## config.mk

```make
export PLATFORM = sky130hd
export DESIGN_NAME = scalar_compare_scc_unit
export DESIGN_NICKNAME = d
export VERILOG_FILES = /design/src/hdl/scc_pkg.sv /design/src/hdl/scalar_compare_scc_unit.sv
export SDC_FILE = /design/constraint.sdc
export NUM_CORES = 1
export LEC_CHECK = 0
export ABC_AREA = 1
export BUFFER_PORTS_ARGS = -buffer_cell sky130_fd_sc_hd__buf_2
export CAP_MARGIN = 20
export CORE_AREA = 2 2 150 152
export DETAILED_ROUTE_END_ITERATION = 10
export DIE_AREA = 0 0 152 154
export PLACE_DENSITY = 0.66
export SLEW_MARGIN = 20
export SYNTH_ARGS = -nofsm -noshare
export SYNTH_HDL_FRONTEND = slang
export SYNTH_SLANG_ARGS = --single-unit
```

## constraint.sdc

```tcl
create_clock -name clk -period 3.5 [get_ports clk]
set_clock_uncertainty 0.15 [all_clocks]
set_input_delay 0.525 -clock clk [delete_from_list [all_inputs] [get_ports clk]]
set_output_delay 0.525 -clock clk [all_outputs]
set_load 0.05 [all_outputs]
```

## src/hdl/scc_pkg.sv

```systemverilog
// Package: opcode codes, float predicate table and result type for the scalar compare unit.
`timescale 1ns / 1ps
package scc_pkg;

  localparam logic [5:0] FN_SET_IDX  = 6'd0;
  localparam logic [5:0] FN_NOP_A    = 6'd1;
  localparam logic [5:0] FN_NOP_B    = 6'd2;
  localparam logic [5:0] FN_EQ_U64   = 6'd3;
  localparam logic [5:0] FN_LG_U64   = 6'd4;
  localparam logic [5:0] FN_BC0_B32  = 6'd5;
  localparam logic [5:0] FN_BC1_B32  = 6'd6;
  localparam logic [5:0] FN_BC0_B64  = 6'd7;
  localparam logic [5:0] FN_BC1_B64  = 6'd8;
  localparam logic [5:0] FN_GT_I32   = 6'd9;
  localparam logic [5:0] FN_LT_I32   = 6'd10;
  localparam logic [5:0] FN_GE_I32   = 6'd11;
  localparam logic [5:0] FN_LE_I32   = 6'd12;
  localparam logic [5:0] FN_EQ_U32   = 6'd13;
  localparam logic [5:0] FN_LG_U32   = 6'd14;
  localparam logic [5:0] FN_GE_U32   = 6'd15;
  localparam logic [5:0] FN_GT_U32   = 6'd16;
  localparam logic [5:0] FN_LT_U32   = 6'd17;
  localparam logic [5:0] FN_LE_U32   = 6'd18;
  localparam logic [5:0] FN_EQ_I32   = 6'd19;
  localparam logic [5:0] FN_LG_I32   = 6'd20;
  localparam logic [5:0] FN_F32_BASE = 6'd21;
  localparam logic [5:0] FN_F16_BASE = 6'd35;
  localparam logic [5:0] FN_LAST     = 6'd48;

  localparam logic [5:0] SHAMT64_MASK = 6'h3F;
  localparam logic [5:0] SHAMT32_MASK = 6'h1F;

  // relation bits: {gt, eq, lt, unordered}
  typedef logic [3:0] rel_t;
  localparam rel_t REL_UN = 4'h1;
  localparam rel_t REL_LT = 4'h2;
  localparam rel_t REL_EQ = 4'h4;
  localparam rel_t REL_GT = 4'h8;

  function automatic rel_t fpred(input logic [3:0] idx);
    rel_t r;
    r = 4'h0;
    unique case (idx)
      4'd0:    r = 4'h4;
      4'd1:    r = 4'hA;
      4'd2:    r = 4'h8;
      4'd3:    r = 4'hC;
      4'd4:    r = 4'h2;
      4'd5:    r = 4'h6;
      4'd6:    r = 4'hB;
      4'd7:    r = 4'hD;
      4'd8:    r = 4'h9;
      4'd9:    r = 4'h7;
      4'd10:   r = 4'h3;
      4'd11:   r = 4'h5;
      4'd12:   r = 4'hE;
      4'd13:   r = 4'h1;
      default: r = 4'h0;
    endcase
    return r;
  endfunction

  typedef struct packed {
    logic        handled;
    logic        scc_write;
    logic        scc_value;
    logic        m0_write;
    logic [31:0] m0_value;
  } res_t;

endpackage

```

## src/hdl/scalar_compare_scc_unit.sv

```systemverilog
// Scalar compare unit: one compare instruction in, one SCC/M0 write result out.
// From start to out_valid an item passes two registers: the input register, then the result register.
// Throughput: one item per cycle; busy stays low, so start may be high every cycle.
// The work is one pass of comparators between the input and result registers.
// Reset (synchronous, rst_n low) clears the valid flags; no result appears after it.
// The receiver cannot stall: each result is shown for exactly one cycle.
`timescale 1ns / 1ps
module scalar_compare_scc_unit (
  input  logic        clk,
  input  logic        rst_n,
  input  logic        start,
  output logic        busy,
  input  logic [5:0]  in_func,
  input  logic [63:0] in_src0,
  input  logic [63:0] in_src1,
  output logic        out_valid,
  output logic        out_handled,
  output logic        out_scc_write,
  output logic        out_scc_value,
  output logic        out_m0_write,
  output logic [31:0] out_m0_value
);

  logic        vld_r;
  logic [5:0]  func_r;
  logic [63:0] s0_r, s1_r;
  logic        ovld_r;
  scc_pkg::res_t res_r, res_nxt;

  assign busy = 1'b0;

  always_ff @(posedge clk) begin
    if (!rst_n) begin
      vld_r  <= 1'b0;
      ovld_r <= 1'b0;
    end else begin
      vld_r  <= start;
      ovld_r <= vld_r;
    end
    if (start) begin
      func_r <= in_func;
      s0_r   <= in_src0;
      s1_r   <= in_src1;
    end
    if (vld_r) res_r <= res_nxt;
  end

  // IEEE relation on raw bits; half selects 16-bit operands, else 32-bit
  function automatic scc_pkg::rel_t fp_rel(input logic [31:0] a, input logic [31:0] b,
                                           input logic half);
    logic        na, nb, sa, sb;
    logic [30:0] ma, mb;
    scc_pkg::rel_t r;
    if (half) begin
      na = (a[14:10] == 5'h1F) && (a[9:0] != 10'h0);
      nb = (b[14:10] == 5'h1F) && (b[9:0] != 10'h0);
      sa = a[15];
      sb = b[15];
      ma = {16'h0, a[14:0]};
      mb = {16'h0, b[14:0]};
    end else begin
      na = (a[30:23] == 8'hFF) && (a[22:0] != 23'h0);
      nb = (b[30:23] == 8'hFF) && (b[22:0] != 23'h0);
      sa = a[31];
      sb = b[31];
      ma = a[30:0];
      mb = b[30:0];
    end
    if (na || nb)                         r = scc_pkg::REL_UN;
    else if (ma == 31'h0 && mb == 31'h0)  r = scc_pkg::REL_EQ;
    else if (sa != sb)                    r = sa ? scc_pkg::REL_LT : scc_pkg::REL_GT;
    else if (ma == mb)                    r = scc_pkg::REL_EQ;
    else if ((ma < mb) ^ sa)              r = scc_pkg::REL_LT;
    else                                  r = scc_pkg::REL_GT;
    return r;
  endfunction

  logic [31:0]   a, b;
  logic          bit32, bit64, scc;
  scc_pkg::rel_t rel;
  logic [5:0]    fidx;

  always_comb begin
    a     = s0_r[31:0];
    b     = s1_r[31:0];
    bit32 = a[b[4:0] & scc_pkg::SHAMT32_MASK[4:0]];
    bit64 = s0_r[b[5:0] & scc_pkg::SHAMT64_MASK];
    rel   = fp_rel(a, b, func_r >= scc_pkg::FN_F16_BASE);
    fidx  = (func_r >= scc_pkg::FN_F16_BASE) ? func_r - scc_pkg::FN_F16_BASE
                                             : func_r - scc_pkg::FN_F32_BASE;
    scc = 1'b0;
    unique case (func_r)
      scc_pkg::FN_EQ_U64:  scc = s0_r == s1_r;
      scc_pkg::FN_LG_U64:  scc = s0_r != s1_r;
      scc_pkg::FN_BC0_B32: scc = !bit32;
      scc_pkg::FN_BC1_B32: scc = bit32;
      scc_pkg::FN_BC0_B64: scc = !bit64;
      scc_pkg::FN_BC1_B64: scc = bit64;
      scc_pkg::FN_GT_I32:  scc = $signed(a) > $signed(b);
      scc_pkg::FN_LT_I32:  scc = $signed(a) < $signed(b);
      scc_pkg::FN_GE_I32:  scc = $signed(a) >= $signed(b);
      scc_pkg::FN_LE_I32:  scc = $signed(a) <= $signed(b);
      scc_pkg::FN_EQ_U32:  scc = a == b;
      scc_pkg::FN_LG_U32:  scc = a != b;
      scc_pkg::FN_GE_U32:  scc = a >= b;
      scc_pkg::FN_GT_U32:  scc = a > b;
      scc_pkg::FN_LT_U32:  scc = a < b;
      scc_pkg::FN_LE_U32:  scc = a <= b;
      scc_pkg::FN_EQ_I32:  scc = a == b;
      scc_pkg::FN_LG_I32:  scc = a != b;
      default:             scc = (scc_pkg::fpred(fidx[3:0]) & rel) != 4'h0;
    endcase

    res_nxt = '0;
    if (func_r == scc_pkg::FN_SET_IDX) begin
      res_nxt.handled  = 1'b1;
      res_nxt.m0_write = 1'b1;
      res_nxt.m0_value = a;
    end else if (func_r == scc_pkg::FN_NOP_A || func_r == scc_pkg::FN_NOP_B) begin
      res_nxt.handled = 1'b1;
    end else if (func_r <= scc_pkg::FN_LAST) begin
      res_nxt.handled   = 1'b1;
      res_nxt.scc_write = 1'b1;
      res_nxt.scc_value = scc;
    end
  end

  assign out_valid     = ovld_r;
  assign out_handled   = res_r.handled;
  assign out_scc_write = res_r.scc_write;
  assign out_scc_value = res_r.scc_value;
  assign out_m0_write  = res_r.m0_write;
  assign out_m0_value  = res_r.m0_value;

  a_lat: assert property (@(posedge clk) disable iff (!rst_n)
    vld_r |=> out_valid) else $error("accepted item lost");
  a_excl: assert property (@(posedge clk) disable iff (!rst_n)
    out_valid |-> !(out_scc_write && out_m0_write)) else $error("scc and m0 both written");
  a_unh: assert property (@(posedge clk) disable iff (!rst_n)
    out_valid && !out_handled |-> !out_scc_write && !out_m0_write)
    else $error("unhandled opcode writes");
  a_sv: assert property (@(posedge clk) disable iff (!rst_n)
    out_valid && out_scc_value |-> out_scc_write) else $error("scc value without write");

endmodule

```

== Word-level counts from Yosys, hierarchy flattened ==
Memory sizes are Yosys's and may differ from the RTL's.
Index checks and enable logic that the tools add are counted.

* Bits in read-only memories: 64
* Bits of input ports: 137
* Output and inout port bits: 38
* Memories kept: 1
* Register bits after elaboration: 172

* Magnitude comparators: 13
* Add/subtract/negate cells: 2
* Bitwise logic cells: 3
* Mux-type cells: 21
* Reduce and logical (&&, ||, !) cells: 22
* Equality and inequality tests: 30

{| class="wikitable"
|+ Memory list
! name !! words !! width !! read ports !! clocked after memory_dff !! wr ports !! RTL line !! text
|-
| (name not given) || 16 || 4 || 1 || 0 || 0 || scc_pkg.sv:43 || <nowiki>unique case (idx)</nowiki>
|}

{| class="wikitable"
|+ Operator list
! cell !! count
|-
| 64-bit equality test || 1
|-
| 32-bit greater-or-equal comparator || 2
|-
| 32-bit > comparator || 2
|-
| 32-bit less-or-equal comparator || 2
|-
| 32-bit < comparator || 2
|-
| 64-bit inequality test || 1
|-
| 31-bit logical NOT || 2
|-
| 31-bit two-way mux || 2
|-
| 6-bit by 4-bit equality test with 1-bit output, second input constant || 8
|-
| 23-bit nonzero test || 2
|-
| 33-bit two-way mux || 1
|-
| 32-bit equality test || 1
|-
| 4-bit two-way mux || 8
|-
| 32-bit inequality test || 1
|-
| 31-bit equality test || 1
|-
| 31-bit < comparator || 1
|-
| 6-bit by 5-bit equality test with 1-bit output, second input constant || 5
|-
| 6-bit by 3-bit equality test with 1-bit output, second input constant || 4
|-
| 10-bit nonzero test || 2
|-
| 18-bit OR reduction || 1
|-
| 8-bit equality test, second input constant || 2
|-
| 1-bit case mux with 16 select lines || 1
|-
| 6-bit by 2-bit equality test with 1-bit output, second input constant || 2
|-
| 5-bit equality test, second input constant || 2
|-
| 22 further kinds || 35
|}

== Logic depth before layout (Yosys ltp) ==
Gate-level depths: netlist of run 1.

* Depth in word-level cells: 13
* Mapped depth: 23
* Gate-level depth less buffers: 21

== Least setup slack after synthesis of run 1 ==
No wires, ideal clock.

* Path type: flip-flop to flip-flop
* From: register func_r[0]
* To: register res_r (netlist bit out_scc_value) (data pin)
* Setup slack: 0.447 ns
* Stages on the path, launching flop included: 22
* Data required time: 3.095 ns
* Buffers on the path: 3
* Library setup time: 0.255 ns
* Arrival: 2.648 ns
* Path through: edfxtp_1 -> buf_4 -> nand2_4 -> nand3_2 -> nand2_4 -> buf_4 -> clkbuf_1 -> nand2_1 -> ha_1 -> nand2_1 -> nor2_1 -> nand2_1 -> nor4_1 -> nand2_1 -> nand2_1 -> nand2_1 -> nand2_1 -> nand2_1 -> nand2_1 -> nand2_1 -> a21oi_1 -> nor2_1

* Cells in the longest elaborated chain, start to end: 12
* Elaborated cells between the ends (all ways): 56
* Classes of those cells: add/sub: 2; order compare: 3; eq/ne: 22; mux: 15; bitwise: 3; reduce/logical: 10; memory: 1

{| class="wikitable"
|+ RTL lines
! element !! RTL line !! text
|-
| from (decl) || scalar_compare_scc_unit.sv:25 || <nowiki>logic [5:0] func_r;</nowiki>
|-
| from (signal assigned) || scalar_compare_scc_unit.sv:41 || <nowiki>func_r <= in_func;</nowiki>
|-
| 6-bit greater-or-equal comparator || scalar_compare_scc_unit.sv:88, scalar_compare_scc_unit.sv:89 ||
|-
| 31-bit two-way mux || scalar_compare_scc_unit.sv:54 || <nowiki>if (half) begin</nowiki>
|-
| 31-bit < comparator || scalar_compare_scc_unit.sv:73 || <nowiki>else if ((ma < mb) ^ sa) r = scc_pkg::REL_LT;</nowiki>
|-
| 1-bit bitwise XOR || scalar_compare_scc_unit.sv:73 ||
|-
| 4-bit two-way mux || scalar_compare_scc_unit.sv:73 ||
|-
| 4-bit two-way mux || scalar_compare_scc_unit.sv:72 || <nowiki>else if (ma == mb) r = scc_pkg::REL_EQ;</nowiki>
|-
| 4-bit two-way mux || scalar_compare_scc_unit.sv:71 || <nowiki>else if (sa != sb) r = sa ? scc_pkg::REL_LT : scc_pkg::REL_GT;</nowiki>
|-
| 4-bit two-way mux || scalar_compare_scc_unit.sv:70 || <nowiki>else if (ma == 31'h0 && mb == 31'h0) r = scc_pkg::REL_EQ;</nowiki>
|-
| 4-bit two-way mux || scalar_compare_scc_unit.sv:69 || <nowiki>if (na || nb) r = scc_pkg::REL_UN;</nowiki>
|-
| 4-bit bitwise AND || scalar_compare_scc_unit.sv:111 || <nowiki>default: scc = (scc_pkg::fpred(fidx[3:0]) & rel) != 4'h0;</nowiki>
|-
| 4-bit nonzero test || scalar_compare_scc_unit.sv:111 ||
|-
| 1-bit case mux with 16 select lines || scalar_compare_scc_unit.sv:92 || <nowiki>unique case (func_r)</nowiki>
|-
| to (signal assigned) || scalar_compare_scc_unit.sv:45 || <nowiki>if (vld_r) res_r <= res_nxt;</nowiki>
|-
| to (decl) || scalar_compare_scc_unit.sv:28 || <nowiki>scc_pkg::res_t res_r, res_nxt;</nowiki>
|}

Parallel ways exist; a longest one is shown, timed or not. The select of a mux whose other input is x is not followed.
A chain may end at the register's enable or synchronous reset.

== Worst setup path in the final report of run 1 ==
* From: register func_r[1]
* To: register res_r (netlist bit out_scc_value) (data pin)

Same word-level chain as after synthesis.

==> impl_metrics.env, run 1 <==
export IMPL_seqCellArea_um2=5140
export IMPL_rsz0062_at_grt="no"
export IMPL_wirelength_um=24000
export IMPL_synth_top_family_by_area="simple AND/OR/NAND/NOR gates"
export IMPL_synth_edf_count=170
export IMPL_synth_compound_area_frac=0.0468
export IMPL_setup_viol=0
export IMPL_num_vias=7772
export IMPL_intPower_w=0.00376
export IMPL_crit_path_start_kind="flip-flop"
export IMPL_irDropWorstVdd_v=0.000283
export IMPL_outcome="finished, final reports clean"
export IMPL_min_delay_start="in_src0[46]"
export IMPL_fin_crit_sh=0.882
export IMPL_synth_xor_area_frac=0.00456
export IMPL_syn_avg_cell_area_um2=8.80
export IMPL_p_leak_nw=5.53
export IMPL_whs_ns=0.0970
export IMPL_reg2reg_from="func_r[1]$_DFFE_PP_"
export IMPL_hpwl_um=18500
export IMPL_clkLatencyLatePin_ns=0.45
export IMPL_globalRouteOverflowTotal=0
export IMPL_vias_per_cell=4.96
export IMPL_min_to="s0_r[46]$_DFFE_PP_"
export IMPL_async_flop_share=0
export IMPL_ff2ff_setup_slack_ns=0.41
export IMPL_syn_inst=1092
export IMPL_avgRoutedWirePerCell_um=15.3
export IMPL_dieHeight_um=154
export IMPL_yosys_mux_area_fraction=0
export IMPL_ys_types=40
export IMPL_cts_sinks=172
export IMPL_routabilityCongestion=0.898
export IMPL_antenna_found_initial=0
export IMPL_row_count=54
export IMPL_post_route_cells_drive_above_1_share=0.183
export IMPL_yosysSeqAreaShare=0.536
export IMPL_clock_path_buffers=2
export IMPL_postCtsSetupRepairBufs=0
export IMPL_grt_start_max_net_pins=75
export IMPL_ys_ff_latch=172
export IMPL_cts_buffers=17
export IMPL_cts_resized=0
export IMPL_synthAdderAreaFrac=0.0711
export IMPL_core_area_um2=21700
export IMPL_final_common_cell="nand2_1"
export IMPL_drv_cap=0
export IMPL_p_sw_frac=0.312
export IMPL_min_period_ns=3.09
export IMPL_yosys_most_used_dff="edfxtp_1"
export IMPL_critPathRequiredTime_ns=3.55
export IMPL_drt_iter0_markers=543
export IMPL_syn_area_um2=9610
export IMPL_drc_errors=0
export IMPL_die_w_um=152
export IMPL_power_density_nw_per_um2=479
export IMPL_hold_viol_final=0
export IMPL_synthSimpleGateAreaFrac=0.255
export IMPL_worstReg2RegEnd="out_scc_value$_SDFFCE_PP0P_"
export IMPL_multiInputGateArea_um2=3630
export IMPL_grt_usage=0.207
export IMPL_whs_path_depth=1
export IMPL_cts_tree="done"
export IMPL_hold_class="primary input to flip-flop"
export IMPL_tns_ns=0
export IMPL_grt_pass1_vias=7420
export IMPL_initial_core_util=0.443
export IMPL_die_area_um2=23400
export IMPL_crit_path_end_kind="flip-flop"
export IMPL_syn_nets=1283
export IMPL_reg2regPathDepth=19
export IMPL_clkTransAtPathRegs_ns=0.08
export IMPL_area_growth_pct=18.7
export IMPL_htree_levels=4
export IMPL_cts_hold_buf=0
export IMPL_dr_pass1_iters=5
export IMPL_io_buffer_count=173
export IMPL_finalWorstSetupSlack_ns=0.413
export IMPL_clkPwrFrac=0.351
export IMPL_io_pins=175
export IMPL_ant_nets=0
export IMPL_p_comb_frac=0.182
export IMPL_seqPwrFrac=0.467
export IMPL_yosys_warnings=0
export IMPL_drv_slew=0
export IMPL_fmax_mhz=324
export IMPL_pre_cts_ws_ns=0.431
export IMPL_clock_root_buffer="clkbuf_16"
export IMPL_grt_pass1_wl_um=38100
export IMPL_p_switching_w=0.00170
export IMPL_most_common_layout_cells="342 x nand2_1, 182 x inv_1, 172 x buf_2"
export IMPL_worstPathMaxFanout=20
export IMPL_nets=1465
export IMPL_path_class="flip-flop to flip-flop"
export IMPL_tightest_slew_ns=0.661
export IMPL_fillers=2030
export IMPL_arrival_ns=3.13
export IMPL_slew_headroom=0.559
-- state kept, by name (all words and copies together), names as in the netlist, 6 cells and up --
register and cells:
s0_r 64, out_m0_value 32, s1_r 64, func_r 6
-- kinds of logic (layout without fill, tap and decap cells) --
| family | after synthesis | in the layout |
|---|---|---|
| and+or+nand+nor | 577 | 577 |
| buffers and inverters | 204 | 399 |
| DFF | 172 | 172 |
| AOI/OAI and AO/OA | 79 | 79 |
| adders and majority gates | 54 | 54 |
| xor gates and xnor gates | 5 | 5 |
| other | 1 | 2 |
-- critical path, stage by stage (launching register included) --
cell      delay (ns)
edfxtp_1        0.48
nand2_4         0.09
nand3_2         0.10
nand2_4         0.06
inv_2           0.30
nor2_1          0.08
ha_1            0.31
nand2_1         0.07
nor2_1          0.21
nand2_1         0.08
nor4_1          0.23
nand2_1         0.14
nand2_1         0.08
nand2_1         0.06
nand2_1         0.06
nand2_1         0.04
nand2_1         0.06
nand2_1         0.05
a21oi_1         0.12
nor2_1          0.06
-- through the flow --
step	util	instance area [um2]	power (W)	cells
after CTS	0.525	11400	0.00550	1567
after floorplan	-	9610	0.00325	1092
after detailed placement	0.497	10800	0.00358	1535
after global routing	0.525	11400	0.00574	1567
after global placement	0.497	10800	0.00357	1535
final	0.526	11400	0.00546	1568
-- power by group through the flow --
stage          logic, W  clock network [W]  registers, W
2_1_floorplan  0.000603                  0       0.00265
3_3_place_gp   0.000976                  0       0.00259
3_5_place_dp   0.000987                  0       0.00259
4_1_cts        0.000996            0.00196       0.00255
5_1_grt         0.00114            0.00203       0.00257
6_report       0.000993            0.00192       0.00255
-- layout make-up --
class	instances	area share
timing repair buffer	182	0.0843
tap	280	0.0307
clock inverter	15	0.0168
sequential	172	0.451
antenna	1	0.000220
clock buffer	17	0.0373
multi-input combinational	716	0.318
inverter	185	0.0611
-- how the worst max path moves through the flow --
stage	slack [ns]	endpoint	start	cells after the start
finish	0.41	out_scc_value$_SDFFCE_PP0P_	func_r[1]$_DFFE_PP_	19
global route	0.09	out_scc_value$_SDFFCE_PP0P_	func_r[1]$_DFFE_PP_	19
global placement	0.48	out_scc_value$_SDFFCE_PP0P_	func_r[1]$_DFFE_PP_	17
CTS	0.40	out_scc_value$_SDFFCE_PP0P_	func_r[1]$_DFFE_PP_	19
detailed placement	0.43	out_scc_value$_SDFFCE_PP0P_	func_r[1]$_DFFE_PP_	19
floorplan	0.45	out_scc_value$_SDFFCE_PP0P_	func_r[0]$_DFFE_PP_	21
-- routing by layer --
| layer | wire length (um) | share of wire | GRT usage |
|---|---|---|---|
| met5 | 0 | 0 | 0 |
| met4 | 541 | 0.023 | 0.0721 |
| met3 | 1670 | 0.070 | 0.0505 |
| met2 | 11300 | 0.47 | 0.342 |
| met1 | 10500 | 0.44 | 0.268 |
-- cells in the mapped netlist (3+ instances only) --
master | number | share of area
nand2_1 | 342 | 0.13
o211ai_1 | 7 | 0.0055
o21ai_0 | 25 | 0.013
xnor2_1 | 5 | 0.0046
nor3_1 | 10 | 0.0052
inv_1 | 182 | 0.071
nand3b_1 | 4 | 0.0031
a21oi_1 | 31 | 0.016
nor4_1 | 3 | 0.0020
buf_2 | 3 | 0.0016
ha_1 | 53 | 0.069
buf_6 | 4 | 0.0047
nand3_1 | 76 | 0.040
clkbuf_1 | 4 | 0.0016
nand2_4 | 3 | 0.0035
nor2_2 | 4 | 0.0026
nor2_1 | 107 | 0.042
nor2_4 | 5 | 0.0059
o31ai_1 | 4 | 0.0031
buf_4 | 6 | 0.0047
a21o_1 | 4 | 0.0031
nand4_1 | 17 | 0.011
edfxtp_1 | 170 | 0.53
Note: power is estimated with default switching activity, not from simulation.
==> run 2, diff against run 1 <==
- CTS_BUF_LIST: not set -> sky130_fd_sc_hd__clkbuf_4 sky130_fd_sc_hd__clkbuf_8
==> run 2 against run 1 <==
Compared with the run above:
- fmax decreased by 0.17%
- sequential share of layout area increased by 0.77 points
- combinational power is essentially flat
- cell count stayed put
- setup slack got worse by 0.0052 ns
==> impl_metrics.env, run 2 (synthesis results as in run 1) <==
export IMPL_dieHeight_um=154
export IMPL_most_common_layout_cells="342 x nand2_1, 182 x inv_1, 172 x buf_2"
export IMPL_crit_path_start_kind="flip-flop"
export IMPL_grt_start_max_net_pins=75
export IMPL_wirelength_um=23900
export IMPL_rsz0062_at_grt="no"
export IMPL_cts_tree="done"
export IMPL_arrival_ns=3.18
export IMPL_hold_viol_final=0
export IMPL_fin_crit_sh=0.884
export IMPL_pre_cts_ws_ns=0.431
export IMPL_ant_nets=0
export IMPL_grt_usage=0.207
export IMPL_outcome="finished, final reports clean"
export IMPL_postCtsSetupRepairBufs=0
export IMPL_tightest_slew_ns=0.667
export IMPL_initial_core_util=0.443
export IMPL_min_period_ns=3.09
export IMPL_io_pins=175
export IMPL_cts_resized=0
export IMPL_area_growth_pct=16.7
export IMPL_row_count=54
export IMPL_cpMostUsedCell="nand2_1"
export IMPL_irDropWorstVdd_v=0.000224
export IMPL_io_buffer_count=173
export IMPL_cp_top_family="simple AND/OR/NAND/NOR gates"
export IMPL_die_area_um2=23400
export IMPL_finalWorstSetupSlack_ns=0.407
export IMPL_placed_area_um2=10800
export IMPL_p_leak_nw=5.44
export IMPL_avgRoutedWirePerCell_um=15.3
export IMPL_drt_iter0_markers=480
export IMPL_tns_ns=0
export IMPL_worstPathCellList="nand2_4, nand3_2, nand2_4, inv_2, nor2_1, ha_1, nand2_1, nor2_1, nand2_1, nor4_1, nand2_1, nand2_1, nand2_1, nand2_1, nand2_1, nand2_1, nand2_1, a21oi_1, nor2_1"
export IMPL_clock_root_buffer="clkbuf_8"
export IMPL_slowest_stage="edfxtp_1"
export IMPL_post_route_cells_drive_above_1_share=0.183
export IMPL_cts_sinks=172
export IMPL_fin_area_um2=11200
export IMPL_whs_ns=0.0648
export IMPL_slew_headroom=0.555
export IMPL_clkLatencyLatePin_ns=0.47
export IMPL_grt_pass1_wl_um=37900
export IMPL_fmax_mhz=323
export IMPL_num_vias=7759
export IMPL_hold_class="primary input to flip-flop"
export IMPL_worstPathMaxFanout=20
export IMPL_clock_path_buffers=2
export IMPL_instances_no_fill=1568
export IMPL_dr_pass1_iters=5
export IMPL_core_area_um2=21700
export IMPL_final_common_cell="nand2_1"
export IMPL_drv_slew=0
export IMPL_hpwl_um=18500
export IMPL_clkTransAtPathRegs_ns=0.12
export IMPL_critPathRequiredTime_ns=3.59
export IMPL_power_density_nw_per_um2=444
export IMPL_globalRouteOverflowTotal=0
export IMPL_cts_buffers=17
export IMPL_setup_viol=0
export IMPL_htree_levels=4
export IMPL_crit_path_end_kind="flip-flop"
export IMPL_max_stage_delay_ns=0.49
export IMPL_nets=1465
export IMPL_path_buf_inv=1
export IMPL_cts_hold_buf=0
export IMPL_grt_pass1_vias=7392
export IMPL_drv_cap=0
export IMPL_antenna_found_initial=0
export IMPL_placed_cells=1535
export IMPL_drc_errors=0
export IMPL_path_class="flip-flop to flip-flop"
export IMPL_vias_per_cell=4.95
export IMPL_routabilityCongestion=0.898
export IMPL_die_w_um=152
run 2: cell types whose count changed in the layout (fill, tap and decap cells not counted):
cell	change
clkbuf_8	+17
clkbuf_16	-17
run 2: final cells by class:
type / instances / area [um2]
multi-input combinational: 716 / 3630
antenna: 1 / 2.50
timing repair buffer: 182 / 961
tap: 280 / 350
inverter: 185 / 697
clock buffer: 17 / 234
sequential: 172 / 5140
clock inverter: 15 / 191
fill: 2065 / 10500
run 2: stage by stage:
| stage | util | power (W) |
|---|---|---|
| CTS | 0.517 | 0.00502 |
| floorplan | - | 0.00325 |
| global route | 0.517 | 0.00525 |
| finish | 0.517 | 0.00498 |
| global placement | 0.497 | 0.00357 |
| detailed placement | 0.497 | 0.00358 |
run 2: report_power, final:
part | leakage (nW) | internal (W) | switching (W) | total (W)
Clock | 0.210 | 0.000556 | 0.000884 | 0.00144
Sequential | 1.63 | 0.00243 | 0.000112 | 0.00255
Combinational | 3.61 | 0.000346 | 0.000646 | 0.000991
Total | 5.44 | 0.00334 | 0.00164 | 0.00498
run 2: final timing paths:
check | start | endpoint | slack (ns) | cells after the start
worst max register to register | func_r[1]$_DFFE_PP_ | out_scc_value$_SDFFCE_PP0P_ | 0.41 | 19
worst min-delay path | in_src0[46] | s0_r[46]$_DFFE_PP_ | 0.06 | 1
worst min register to register | s0_r[0]$_DFFE_PP_ | out_m0_value[0]$_SDFFCE_PN0P_ | 0.52 | 2
worst max-delay path | func_r[1]$_DFFE_PP_ | out_scc_value$_SDFFCE_PP0P_ | 0.41 | 19
run 2: routing by layer:
metal,up-vias,GRT usage,share of wire
met5,-,0,0
met3,34,0.0479,0.074
met1,3566,0.271,0.43
li1,3909,-,-
met4,0,0.0752,0.023
met2,250,0.336,0.47
==> run 3, diff against run 2 <==
- REMOVE_ABC_BUFFERS: not set -> 1
==> run 3 against run 2 <==
Compared with the run above:
- combinational power is 0.5% lower
- setup slack worse by 0.042 ns
- utilization is 0.10 points lower
- worst hold slack better by 0.00071 ns
- register-to-register slack worse by 0.04 ns
- clock power is 5% lower
- sequential share of layout area is 0.092 points higher
- critical endpoint unchanged
- sequential power hardly changed
- largest power group unchanged
==> impl_metrics.env, run 3 (synthesis results as in run 1) <==
export IMPL_final_common_cell="nand2_1"
export IMPL_gr_usage_met1=0.252
export IMPL_irDropWorstVdd_v=0.000230
export IMPL_drc_errors=0
export IMPL_grt_pass1_vias=7325
export IMPL_tns_ns=0
export IMPL_fmax_mhz=319
export IMPL_cts_tree="done"
export IMPL_worstPathCellList="nor2_4, nand3_2, nand2_4, buf_4, nand2_1, ha_1, nand2_1, nor2_1, nand2_1, nor4_1, nand2_1, nand2_1, nand2_1, nand2_1, nand2_1, nand2_1, nand2_1, a21oi_1, nor2_1"
export IMPL_drt_iter0_markers=466
export IMPL_outcome="finished, final reports clean"
export IMPL_cts_buffers=17
export IMPL_ff2ff_setup_slack_ns=0.37
export IMPL_clock_root_buffer="clkbuf_8"
export IMPL_crit_path_end_kind="flip-flop"
export IMPL_path_buf_inv=1
export IMPL_row_count=54
export IMPL_die_area_um2=23400
export IMPL_cp_top_family="simple AND/OR/NAND/NOR gates"
export IMPL_arrival_ns=3.22
export IMPL_grt_pass1_wl_um=36700
export IMPL_htree_levels=4
export IMPL_worstPathMaxFanout=36
export IMPL_ant_nets=0
export IMPL_slowest_stage="edfxtp_1"
export IMPL_critPathRequiredTime_ns=3.58
export IMPL_core_area_um2=21700
export IMPL_post_route_cells_drive_above_1_share=0.184
export IMPL_routabilityCongestion=0.910
export IMPL_rsz0062_at_grt="no"
export IMPL_min_to="s1_r[24]$_DFFE_PP_"
export IMPL_cts_resized=0
export IMPL_cts_hold_buf=0
export IMPL_dr_pass1_iters=6
export IMPL_vias_per_cell=4.88
export IMPL_nets=1468
export IMPL_most_common_layout_cells="342 x nand2_1, 182 x inv_1, 172 x buf_2"
export IMPL_io_pins=175
export IMPL_grt_usage=0.199
export IMPL_whs_ns=0.0655
export IMPL_initial_core_util=0.443
export IMPL_tightest_slew_ns=0.604
export IMPL_worstReg2RegEnd="out_scc_value$_SDFFCE_PP0P_"
export IMPL_wirelength_um=23100
export IMPL_total_power_w=0.00490
export IMPL_reg2reg_from="func_r[3]$_DFFE_PP_"
export IMPL_clkLatencyLatePin_ns=0.47
export IMPL_hpwl_um=17500
export IMPL_cts_sinks=172
export IMPL_io_buffer_count=173
export IMPL_drv_slew=0
export IMPL_globalRouteOverflowTotal=0
export IMPL_clkTransAtPathRegs_ns=0.10
export IMPL_hold_viol_final=0
export IMPL_power_density_nw_per_um2=438
export IMPL_drv_cap=0
export IMPL_fin_crit_sh=0.895
export IMPL_min_delay_start="in_src1[24]"
export IMPL_path_class="flip-flop to flip-flop"
export IMPL_postCtsSetupRepairBufs=0
export IMPL_busiest_layer="met2"
export IMPL_num_vias=7679
export IMPL_grtUsageMet3=0.0519
export IMPL_area_growth_pct=16.4
export IMPL_setup_viol=0
export IMPL_min_period_ns=3.13
export IMPL_avgRoutedWirePerCell_um=14.7
export IMPL_cpMostUsedCell="nand2_1"
export IMPL_crit_path_start_kind="flip-flop"
export IMPL_finalWorstSetupSlack_ns=0.366
export IMPL_max_stage_delay_ns=0.49
export IMPL_clock_path_buffers=2
export IMPL_whs_path_depth=1
export IMPL_antenna_found_initial=3
export IMPL_hold_class="primary input to flip-flop"
export IMPL_slew_headroom=0.597
export IMPL_die_w_um=152
export IMPL_pre_cts_ws_ns=0.380
export IMPL_gr_usage_met2=0.332
export IMPL_reg2regPathDepth=19
export IMPL_p_leak_nw=5.44
export IMPL_dieHeight_um=154
export IMPL_grt_start_max_net_pins=57
==> run 3: cell types whose count changed in the layout (fill, tap and decap cells not counted) <==
cell | previous run | this run
clkinv_8 | 6 | 3
inv_12 | 1 | 0
buf_4 | 8 | 12
clkinv_4 | 3 | 2
inv_6 | 2 | 3
clkinv_2 | 0 | 1
diode_2 | 1 | 3
clkinvlp_4 | 0 | 1
inv_8 | 3 | 4
buf_12 | 2 | 1
clkinv_1 | 0 | 1
==> run 3: cell type report <==
type	count	area, um2
clock inverters	15	154
multi-input cells	716	3630
well taps	280	350
repair buffers	185	971
clock buffers	17	234
diodes	3	7.51
flip-flops and latches	172	5140
fillers	2064	10500
inverters	185	697
==> run 3: worst max path at each step <==
stage	cells after the start	slack, ns	startpoint	endpoint
2_1_floorplan	17	0.59	func_r[0]$_DFFE_PP_	out_scc_value$_SDFFCE_PP0P_
3_3_place_gp	19	0.45	func_r[3]$_DFFE_PP_	out_scc_value$_SDFFCE_PP0P_
3_5_place_dp	19	0.38	func_r[3]$_DFFE_PP_	out_scc_value$_SDFFCE_PP0P_
4_1_cts	19	0.36	func_r[3]$_DFFE_PP_	out_scc_value$_SDFFCE_PP0P_
5_1_grt	19	0.03	func_r[3]$_DFFE_PP_	out_scc_value$_SDFFCE_PP0P_
6_report	19	0.37	func_r[3]$_DFFE_PP_	out_scc_value$_SDFFCE_PP0P_
==> run 3: metal layers <==
metal  share of wire  wire (um)
met5               0          0
met4           0.024        551
met3           0.070       1620
met2            0.48      11000
met1            0.43       9930
==> run 3: metrics by stage <==
step	cell area [um2]	utilization	std cells
floorplan	9470	-	1073
global placement	10800	0.497	1538
detailed placement	10800	0.497	1538
CTS	11200	0.515	1570
global route	11200	0.515	1570
finish	11200	0.516	1573
==> run 3: worst register-to-register path, delay by kind of cell (launching register included) <==
family                   cells  cell delay [ns]
flip-flops                   1             0.49
AO/OA/AOI/OAI                1             0.12
buffers and inverters        1             0.31
adder cells (fa/ha/maj)      1             0.31
AND/OR/NAND/NOR             16             1.53
==> run 3: where the power goes <==
group / switching [W] / leakage (nW) / internal (W)
sequential: 0.000108 / 1.63 / 0.00243
clock: 0.000837 / 0.195 / 0.000531
combinational: 0.000640 / 3.62 / 0.000346
